[src/design/tcc_pkg.sv]
package tcc_pkg;

    typedef enum logic [1:0] {
        OP_DRAW   = 2'd0,
        OP_CLEAR  = 2'd1,
        OP_SCROLL = 2'd2,
        OP_FAULT  = 2'd3
    } t_op;

    // configuration register indexes
    localparam logic [1:0] CFG_COLUMNS    = 2'd0;
    localparam logic [1:0] CFG_ROWS       = 2'd1;
    localparam logic [1:0] CFG_TEXT_COLOR = 2'd2;

    localparam logic [7:0]  COLUMNS_RESET    = 8'd80;
    localparam logic [7:0]  ROWS_RESET       = 8'd24;
    localparam logic [31:0] TEXT_COLOR_RESET = 32'hFFFF_FFFF;

    localparam logic [7:0] CHAR_PRINT_LO  = 8'h20;
    localparam logic [7:0] CHAR_PRINT_HI  = 8'h7E;
    localparam logic [7:0] CHAR_NEWLINE   = 8'h0A;
    localparam logic [7:0] CHAR_BACKSPACE = 8'h08;

    // one queue word: the first command of a character, and whether a
    // scroll command follows it
    typedef struct packed {
        t_op         op;
        logic [7:0]  cell_column;
        logic [7:0]  cell_row;
        logic [7:0]  glyph_code;
        logic [31:0] glyph_color;
        logic        scroll_next;
    } t_entry;

    typedef struct packed {
        t_op         op;
        logic [7:0]  cell_column;
        logic [7:0]  cell_row;
        logic [7:0]  glyph_code;
        logic [31:0] glyph_color;
        logic        last;
    } t_result;

endpackage

[src/design/tcc_front.sv]
module tcc_front (
    input  logic             i_clk,
    input  logic             i_rst_n,
    input  logic             i_accept,
    input  logic [7:0]       i_char_code,
    input  logic [7:0]       i_columns,
    input  logic [7:0]       i_rows,
    input  logic [31:0]      i_text_color,
    output logic             o_wr,
    output tcc_pkg::t_entry  o_entry
);
    import tcc_pkg::*;

    logic [7:0] r_cursor_column, n_cursor_column;
    logic [7:0] r_cursor_row, n_cursor_row;
    logic       r_halted, n_halted;

    logic [7:0] ncol, nrow;
    logic [8:0] col9, row9;
    logic       has_first, scroll, fault;
    t_entry     first;

    assign ncol = (i_columns == 8'd0) ? 8'd1 : i_columns;
    assign nrow = (i_rows == 8'd0) ? 8'd1 : i_rows;

    always_comb begin
        col9      = {1'b0, r_cursor_column};
        row9      = {1'b0, r_cursor_row};
        has_first = 1'b0;
        scroll    = 1'b0;
        fault     = 1'b0;
        first     = '0;
        first.op  = OP_DRAW;

        if (i_char_code >= CHAR_PRINT_LO && i_char_code <= CHAR_PRINT_HI) begin
            has_first         = 1'b1;
            first.op          = OP_DRAW;
            first.cell_column = r_cursor_column;
            first.cell_row    = r_cursor_row;
            first.glyph_code  = i_char_code;
            first.glyph_color = i_text_color;
            col9              = col9 + 9'd1;
        end else if (i_char_code == CHAR_NEWLINE) begin
            col9 = 9'd0;
            row9 = row9 + 9'd1;
        end else if (i_char_code == CHAR_BACKSPACE) begin
            if (r_cursor_column != 8'd0) begin
                has_first         = 1'b1;
                col9              = col9 - 9'd1;
                first.op          = OP_CLEAR;
                first.cell_column = col9[7:0];
                first.cell_row    = r_cursor_row;
            end
        end else begin
            fault = 1'b1;
        end

        // wrap past the last column, then scroll past the last row
        if (col9 >= {1'b0, ncol}) begin
            col9 = 9'd0;
            row9 = row9 + 9'd1;
        end
        if (row9 >= {1'b0, nrow}) begin
            scroll = 1'b1;
            row9   = {1'b0, nrow - 8'd1};
        end

        o_entry = '0;
        o_entry.op = OP_SCROLL;
        if (fault) begin
            o_entry.op = OP_FAULT;
        end else if (has_first) begin
            o_entry             = first;
            o_entry.scroll_next = scroll;
        end

        o_wr = i_accept && !r_halted && (fault || has_first || scroll);

        n_halted        = r_halted;
        n_cursor_column = r_cursor_column;
        n_cursor_row    = r_cursor_row;
        if (i_accept && !r_halted) begin
            if (fault) begin
                n_halted = 1'b1;
            end else begin
                n_cursor_column = col9[7:0];
                n_cursor_row    = row9[7:0];
            end
        end
    end

    always_ff @(posedge i_clk) begin
        if (!i_rst_n) begin
            r_cursor_column <= '0;
            r_cursor_row    <= '0;
            r_halted        <= 1'b0;
        end else begin
            r_cursor_column <= n_cursor_column;
            r_cursor_row    <= n_cursor_row;
            r_halted        <= n_halted;
        end
    end

endmodule

[src/design/tcc_queue.sv]
module tcc_queue #(
    parameter int DEPTH = 4
) (
    input  logic             i_clk,
    input  logic             i_rst_n,
    input  logic             i_wr,
    input  tcc_pkg::t_entry  i_entry,
    output logic             o_full,
    input  logic             i_rd,
    output tcc_pkg::t_entry  o_entry,
    output logic             o_empty
);
    import tcc_pkg::*;

    localparam int PTR_W = $clog2(DEPTH);
    localparam int CNT_W = $clog2(DEPTH + 1);
    localparam logic [PTR_W-1:0] PTR_LAST = PTR_W'(DEPTH - 1);
    localparam logic [CNT_W-1:0] CNT_FULL = CNT_W'(DEPTH);

    t_entry             r_mem [DEPTH];
    logic [PTR_W-1:0]   r_wr_ptr, r_rd_ptr;
    logic [CNT_W-1:0]   r_count;
    logic               do_wr, do_rd;

    assign o_full  = (r_count == CNT_FULL);
    assign o_empty = (r_count == '0);
    assign do_wr   = i_wr && !o_full;
    assign do_rd   = i_rd && !o_empty;
    assign o_entry = r_mem[r_rd_ptr];

    always_ff @(posedge i_clk) begin
        if (do_wr) begin
            r_mem[r_wr_ptr] <= i_entry;
        end
    end

    always_ff @(posedge i_clk) begin
        if (!i_rst_n) begin
            r_wr_ptr <= '0;
            r_rd_ptr <= '0;
            r_count  <= '0;
        end else begin
            if (do_wr) begin
                r_wr_ptr <= (r_wr_ptr == PTR_LAST) ? '0 : r_wr_ptr + 1'b1;
            end
            if (do_rd) begin
                r_rd_ptr <= (r_rd_ptr == PTR_LAST) ? '0 : r_rd_ptr + 1'b1;
            end
            if (do_wr && !do_rd) begin
                r_count <= r_count + 1'b1;
            end else if (do_rd && !do_wr) begin
                r_count <= r_count - 1'b1;
            end
        end
    end

endmodule

[src/design/tcc_back.sv]
module tcc_back (
    input  logic              i_clk,
    input  logic              i_rst_n,
    input  tcc_pkg::t_entry   i_entry,
    input  logic              i_q_empty,
    output logic              o_q_rd,
    output tcc_pkg::t_result  o_result,
    output logic              o_valid,
    input  logic              i_take
);
    import tcc_pkg::*;

    t_result r_result;
    logic    r_valid;
    logic    r_pend_scroll;
    logic    advance;

    assign advance  = !r_valid || i_take;
    assign o_q_rd   = advance && !r_pend_scroll && !i_q_empty;
    assign o_result = r_result;
    assign o_valid  = r_valid;

    always_ff @(posedge i_clk) begin
        if (!i_rst_n) begin
            r_valid       <= 1'b0;
            r_pend_scroll <= 1'b0;
        end else if (advance) begin
            if (r_pend_scroll) begin
                r_valid       <= 1'b1;
                r_pend_scroll <= 1'b0;
            end else begin
                r_valid       <= !i_q_empty;
                r_pend_scroll <= !i_q_empty && i_entry.scroll_next;
            end
        end
    end

    // payload: second half of a pair is always a bare scroll
    always_ff @(posedge i_clk) begin
        if (advance) begin
            if (r_pend_scroll) begin
                r_result.op          <= OP_SCROLL;
                r_result.cell_column <= '0;
                r_result.cell_row    <= '0;
                r_result.glyph_code  <= '0;
                r_result.glyph_color <= '0;
                r_result.last        <= 1'b1;
            end else begin
                r_result.op          <= i_entry.op;
                r_result.cell_column <= i_entry.cell_column;
                r_result.cell_row    <= i_entry.cell_row;
                r_result.glyph_code  <= i_entry.glyph_code;
                r_result.glyph_color <= i_entry.glyph_color;
                r_result.last        <= !i_entry.scroll_next;
            end
        end
    end

endmodule

[src/design/text_console_cursor_controller.sv]
// Text console cursor controller: takes one character byte per word on the
// push side and returns cell commands (draw glyph, clear cell, scroll one row,
// fault) on the pop side, each marked last on the final command of its
// character. It accepts one character every cycle while full is low; the
// front classifies the character and moves the cursor in that same cycle.
// Commands leave at one per cycle while pop is high, so a character that
// yields two commands (draw or clear followed by scroll) holds the output for
// both, and a run of those is absorbed by the QUEUE_DEPTH-word queue before
// full rises. The first command of a character is written into the queue when
// its push is accepted and registered in the back stage before it shows on
// the pop side. Characters that yield nothing (a newline without scroll,
// backspace at column zero, anything after a fault) are accepted too. After a
// fault every character is swallowed until reset. Configuration writes are
// taken every cycle (ready stays high) and must only be issued while idle.
module text_console_cursor_controller #(
    parameter int QUEUE_DEPTH = 4
) (
    input  logic        i_clk,
    input  logic        i_rst_n,
    // character side
    input  logic        push,
    output logic        full,
    input  logic [7:0]  i_char_code,
    // command side
    output logic        empty,
    input  logic        pop,
    output logic [1:0]  o_op,
    output logic [7:0]  o_cell_column,
    output logic [7:0]  o_cell_row,
    output logic [7:0]  o_glyph_code,
    output logic [31:0] o_glyph_color,
    output logic        o_last,
    // configuration write channel
    input  logic        i_cfg_valid,
    output logic        o_cfg_ready,
    input  logic [1:0]  i_cfg_index,
    input  logic [31:0] i_cfg_data
);
    import tcc_pkg::*;

    logic [7:0]  r_columns;
    logic [7:0]  r_rows;
    logic [31:0] r_text_color;

    logic    accept;
    logic    q_wr, q_rd, q_full, q_empty;
    t_entry  wr_entry, rd_entry;
    t_result result;
    logic    out_valid;

    assign o_cfg_ready = 1'b1;

    // hold geometry and color; unknown indexes are dropped
    always_ff @(posedge i_clk) begin
        if (!i_rst_n) begin
            r_columns    <= COLUMNS_RESET;
            r_rows       <= ROWS_RESET;
            r_text_color <= TEXT_COLOR_RESET;
        end else if (i_cfg_valid && o_cfg_ready) begin
            case (i_cfg_index)
                CFG_COLUMNS:    r_columns    <= i_cfg_data[7:0];
                CFG_ROWS:       r_rows       <= i_cfg_data[7:0];
                CFG_TEXT_COLOR: r_text_color <= i_cfg_data;
                default: ;
            endcase
        end
    end

    // the queue's own full gates input; the front writes at most one word
    assign full   = q_full;
    assign accept = push && !q_full;

    tcc_front u_front (
        .i_clk        (i_clk),
        .i_rst_n      (i_rst_n),
        .i_accept     (accept),
        .i_char_code  (i_char_code),
        .i_columns    (r_columns),
        .i_rows       (r_rows),
        .i_text_color (r_text_color),
        .o_wr         (q_wr),
        .o_entry      (wr_entry)
    );

    tcc_queue #(
        .DEPTH (QUEUE_DEPTH)
    ) u_queue (
        .i_clk   (i_clk),
        .i_rst_n (i_rst_n),
        .i_wr    (q_wr),
        .i_entry (wr_entry),
        .o_full  (q_full),
        .i_rd    (q_rd),
        .o_entry (rd_entry),
        .o_empty (q_empty)
    );

    tcc_back u_back (
        .i_clk     (i_clk),
        .i_rst_n   (i_rst_n),
        .i_entry   (rd_entry),
        .i_q_empty (q_empty),
        .o_q_rd    (q_rd),
        .o_result  (result),
        .o_valid   (out_valid),
        .i_take    (pop)
    );

    assign empty         = !out_valid;
    assign o_op          = result.op;
    assign o_cell_column = result.cell_column;
    assign o_cell_row    = result.cell_row;
    assign o_glyph_code  = result.glyph_code;
    assign o_glyph_color = result.glyph_color;
    assign o_last        = result.last;

`ifndef SYNTHESIS
    // a command that is not last is always followed at once by its scroll
    a_pair_follows: assert property (@(posedge i_clk) disable iff (!i_rst_n)
        (pop && !empty && !o_last) |=> (!empty && o_op == OP_SCROLL && o_last))
        else $error("second command of a pair missing");

    // scroll and fault always close their character
    a_closing_ops: assert property (@(posedge i_clk) disable iff (!i_rst_n)
        (!empty && (o_op == OP_SCROLL || o_op == OP_FAULT)) |-> o_last)
        else $error("scroll or fault not marked last");

    // only a draw or a clear can open a pair
    a_pair_opener: assert property (@(posedge i_clk) disable iff (!i_rst_n)
        (!empty && !o_last) |-> (o_op == OP_DRAW || o_op == OP_CLEAR))
        else $error("unexpected command opens a pair");
`endif

endmodule
[config.mk]
export PLATFORM = sky130hd
export DESIGN_NAME = text_console_cursor_controller
export DESIGN_NICKNAME = d
export VERILOG_FILES = /design/src/design/tcc_pkg.sv /design/src/design/tcc_front.sv /design/src/design/tcc_queue.sv /design/src/design/tcc_back.sv /design/src/design/text_console_cursor_controller.sv
export SDC_FILE = /design/constraint.sdc
export NUM_CORES = 1
export LEC_CHECK = 0
export BUFFER_PORTS_ARGS = -buffer_cell sky130_fd_sc_hd__buf_2
export CAP_MARGIN = 20
export CORE_AREA = 2 2 164 166
export CTS_CLUSTER_SIZE = 10
export DETAILED_ROUTE_END_ITERATION = 16
export DIE_AREA = 0 0 166 168
export GPL_TIMING_DRIVEN = 0
export HOLD_SLACK_MARGIN = 0.1
export MAX_ROUTING_LAYER = met4
export PLACE_DENSITY = 0.79
export SLEW_MARGIN = 20
export SYNTH_ARGS = -nofsm -noshare
export SYNTH_HDL_FRONTEND = slang
export SYNTH_SLANG_ARGS = --single-unit
[constraint.sdc]
create_clock -name i_clk -period 8.82 [get_ports i_clk]
set_clock_uncertainty 0.05 [all_clocks]
set_input_delay 0.441 -clock i_clk [delete_from_list [all_inputs] [get_ports i_clk]]
set_output_delay 0.441 -clock i_clk [all_outputs]
set_load 0.02 [all_outputs]
==> impl_metrics.toml <==
[run_status]
status = "finished clean"

[placed_design]
dp_slack_ns = 1.83
io_buffers = 106
placedCellCount = 1522
gp_congestion = 0.924
post_dp_cell_area_mm2 = 0.0166
dp_hpwl_um = 21700

[synthesis]
netlist-cell-type-count = 70
ys_seq_area_share_pct = 67.1
netlist_instances = 1067
synthDominantAreaCellType = "edfxtp_1"
synth-warning-count = 0
synth_flop_cell = "edfxtp_1"
ys_top_cells_by_area = "edfxtp_1 (57%), dfxtp_1 (9.8%), mux4_2 (8.6%)"
avgSynthCellArea_um2 = 14.5
synth_edf_count = 295
postSynth.asyncResetShare_pct = 0
ys_ff_latch = 371
synth_most_common_cell = "edfxtp_1"
yosys-top-cells-count = "edfxtp_1 (295), nand2_1 (99), dfxtp_1 (76)"
syn-cell-area_mm2 = 0.0155
synth_top_cell_area_share_pct = 57.3

[sta]
setup_tns_ns = 0
fin_ws_ns = 2.07
slew_viol_final = 0
fin_crit_sh_pct = 76.5
clock.fmax_mhz = 148
whs_ns = 0.120
worst_pin_slew_ns = 0.936
final-hold-violation-count = 0
relSlewSlack_pct = 36.7
min_period_ns = 6.75
setup_viol = 0
rsz0062_at_grt = "false"

[floorplanning]
row_count = 60
die_area_mm2 = 0.0279
ioPinCount = 109
start_util_pct = 58.7
chipWidth_um = 166
die_height_um = 168
design.core.area_mm2 = 0.0264

[worst_setup_path]
endpoint_kind = "flop"
cp.arrival_ns = 7.15
r2r-end = "u_queue.r_count[2]"
crit_top_cell = "ha_1"
rrSetupSlack_ns = 2.07
reg2reg_depth = 25
cp_slowest_cell = "o311ai_0"
slowest_delay_ns = 0.61
path_delay_family = "compound AO/OA/AOI/OAI gates"
regToRegStartpoint = "u_front.r_cursor_column[0]"
path_buf_inv = 2
cp_max_fo = 9
crit_type = "reg2reg"
start_kind = "flop"
worstPathRequired_ns = 9.22

[clock_network]
cts_root_buf = "clkbuf_16"
cts_buffers = 43
cts_repair_resize_count = 0
clock_path_buffers = 3
htreeDepth = 2
clk_latency_ns = 0.53
cts_hold_buf = 21
post_cts_buffers = 0
cts_tree = "built"
cts.reportedPaths.clkPinSlew_ns = 0.05
cts_sinks = 371

[finish]
post-route-util_pct = 68.6
final_cell_area_mm2 = 0.0181
drive_gt1_share_pct = 18.9
diodes = 0
nNetsFinal = 1323
final-instance-count-excl-fill = 1622
synthToLayoutAreaGrowth_pct = 16.8

[route]
vias_per_cell = 5.92
route.detailed.drc = 0
num_vias = 9605
routed_wl_um = 33800
dr.pass1.iters = 7
final_antenna_net_count = 0
wl_per_cell_um = 20.8
first_iter_violations = 885

[power_and_ir_drop]
p_leak_nw = 6.69
finalPower_mw = 5.07
peakVddDrop_uv = 225
powerDensity_mw_per_mm2 = 280

[global_routing]
grt-ovfl-total = 0
grt_pass1_wl_um = 52800
grt_start_max_net_pins = 59
grt_pass1_vias = 9649
grt_util_all_layers_pct = 25.1
antenna_found_initial = 0

[worst_hold_path]
min_from = "i_cfg_data[28]"
whs_path_depth = 3
hold_end = "r_text_color[28]"
hold_class = "in2reg"

[job]
max-cap-violations = 0
registers in the layout, summed over array words and instances (netlist names), named ones only:
name                     count
r_columns                    8
r_rows                       8
r_text_color                32
u_back.o_result             59
u_back.o_valid               1
u_back.r_pend_scroll         1
u_front.r_cursor_column      8
u_front.r_cursor_row         8
u_front.r_halted             1
u_queue.r_count              3
u_queue.r_mem              236
u_queue.r_rd_ptr             2
u_queue.r_wr_ptr             2
placed cells by master, fill, tap and decap left out, drive strengths merged, types with 7 or more instances in the layout:
master         n
edfxtp       295
clkbuf       125
buf          120
nand2         99
dfxtp         76
nor2b         66
nor2          60
mux4          59
nand3         47
and2          43
inv           32
o21ai         28
ha            28
dlygate4sd3   21
a21oi         15
nor3          13
nand4         12
xnor2         11
a22oi         11
mux2i         11
nand2b         7
nor3b          7
xor2           7
cells by family after synthesis:
family                     synth area share (%)
and+or+nand+nor                            12.8
adders and majority gates                  2.39
other                                    0.0486
buffers and inverters                      2.26
DFF                                        67.1
xor gates and xnor gates                   1.02
AOI/OAI and AO/OA                          4.83
muxes                                      9.54
worst register-to-register path, delay by kind of cell, from the launching register on:
family	cells	cell delay, ns
flip-flops	1	0.50
AND/OR/NAND/NOR	7	1.47
AO/OA/AOI/OAI	10	2.80
adder cells (fa/ha/maj)	5	1.47
buffers and inverters	2	0.20
XOR/XNOR	1	0.19
final cells by class:
type	count	area [um2]
Timing Repair Buffer	132	878
Fill cell	1721	8280
Clock buffer	76	1240
Inverter	32	123
Sequential cell	371	10400
Buffer	58	230
Clock inverter	3	32.5
Multi-Input combinational cell	609	4760
Tap cell	341	427
power by group:
| part | switching [mW] | internal [mW] | leakage, nW |
|---|---|---|---|
| Clock | 0.650 | 0.952 | 0.607 |
| Sequential | 0.0804 | 2.22 | 3.48 |
| Combinational | 0.681 | 0.488 | 2.60 |
| Total | 1.41 | 3.66 | 6.69 |
how the worst max path moves through the flow:
stage / from / to / slack [ns] / depth (start not counted)
2_1_floorplan: i_char_code[4] / u_queue.r_mem[3][0] / 2.23 / 21
5_1_grt: u_front.r_cursor_column[0] / u_queue.r_count[2] / 1.74 / 26
3_3_place_gp: i_char_code[4] / u_queue.r_mem[0][40] / 0.23 / 20
3_5_place_dp: i_char_code[4] / u_queue.r_count[2] / 1.83 / 25
4_1_cts: u_front.r_cursor_column[0] / u_queue.r_count[2] / 2.18 / 25
6_report: u_front.r_cursor_column[0] / u_queue.r_count[2] / 2.07 / 25
layer usage:
layer,track usage [%],part of all wire (%),up-vias
met2,41.2,49,415
met3,3.57,6.7,85
li1,-,-,4354
met4,8.73,3.3,0
met1,32.7,41,4751
met5,-,0,-
No activity file was read; power rests on OpenSTA's default activity.
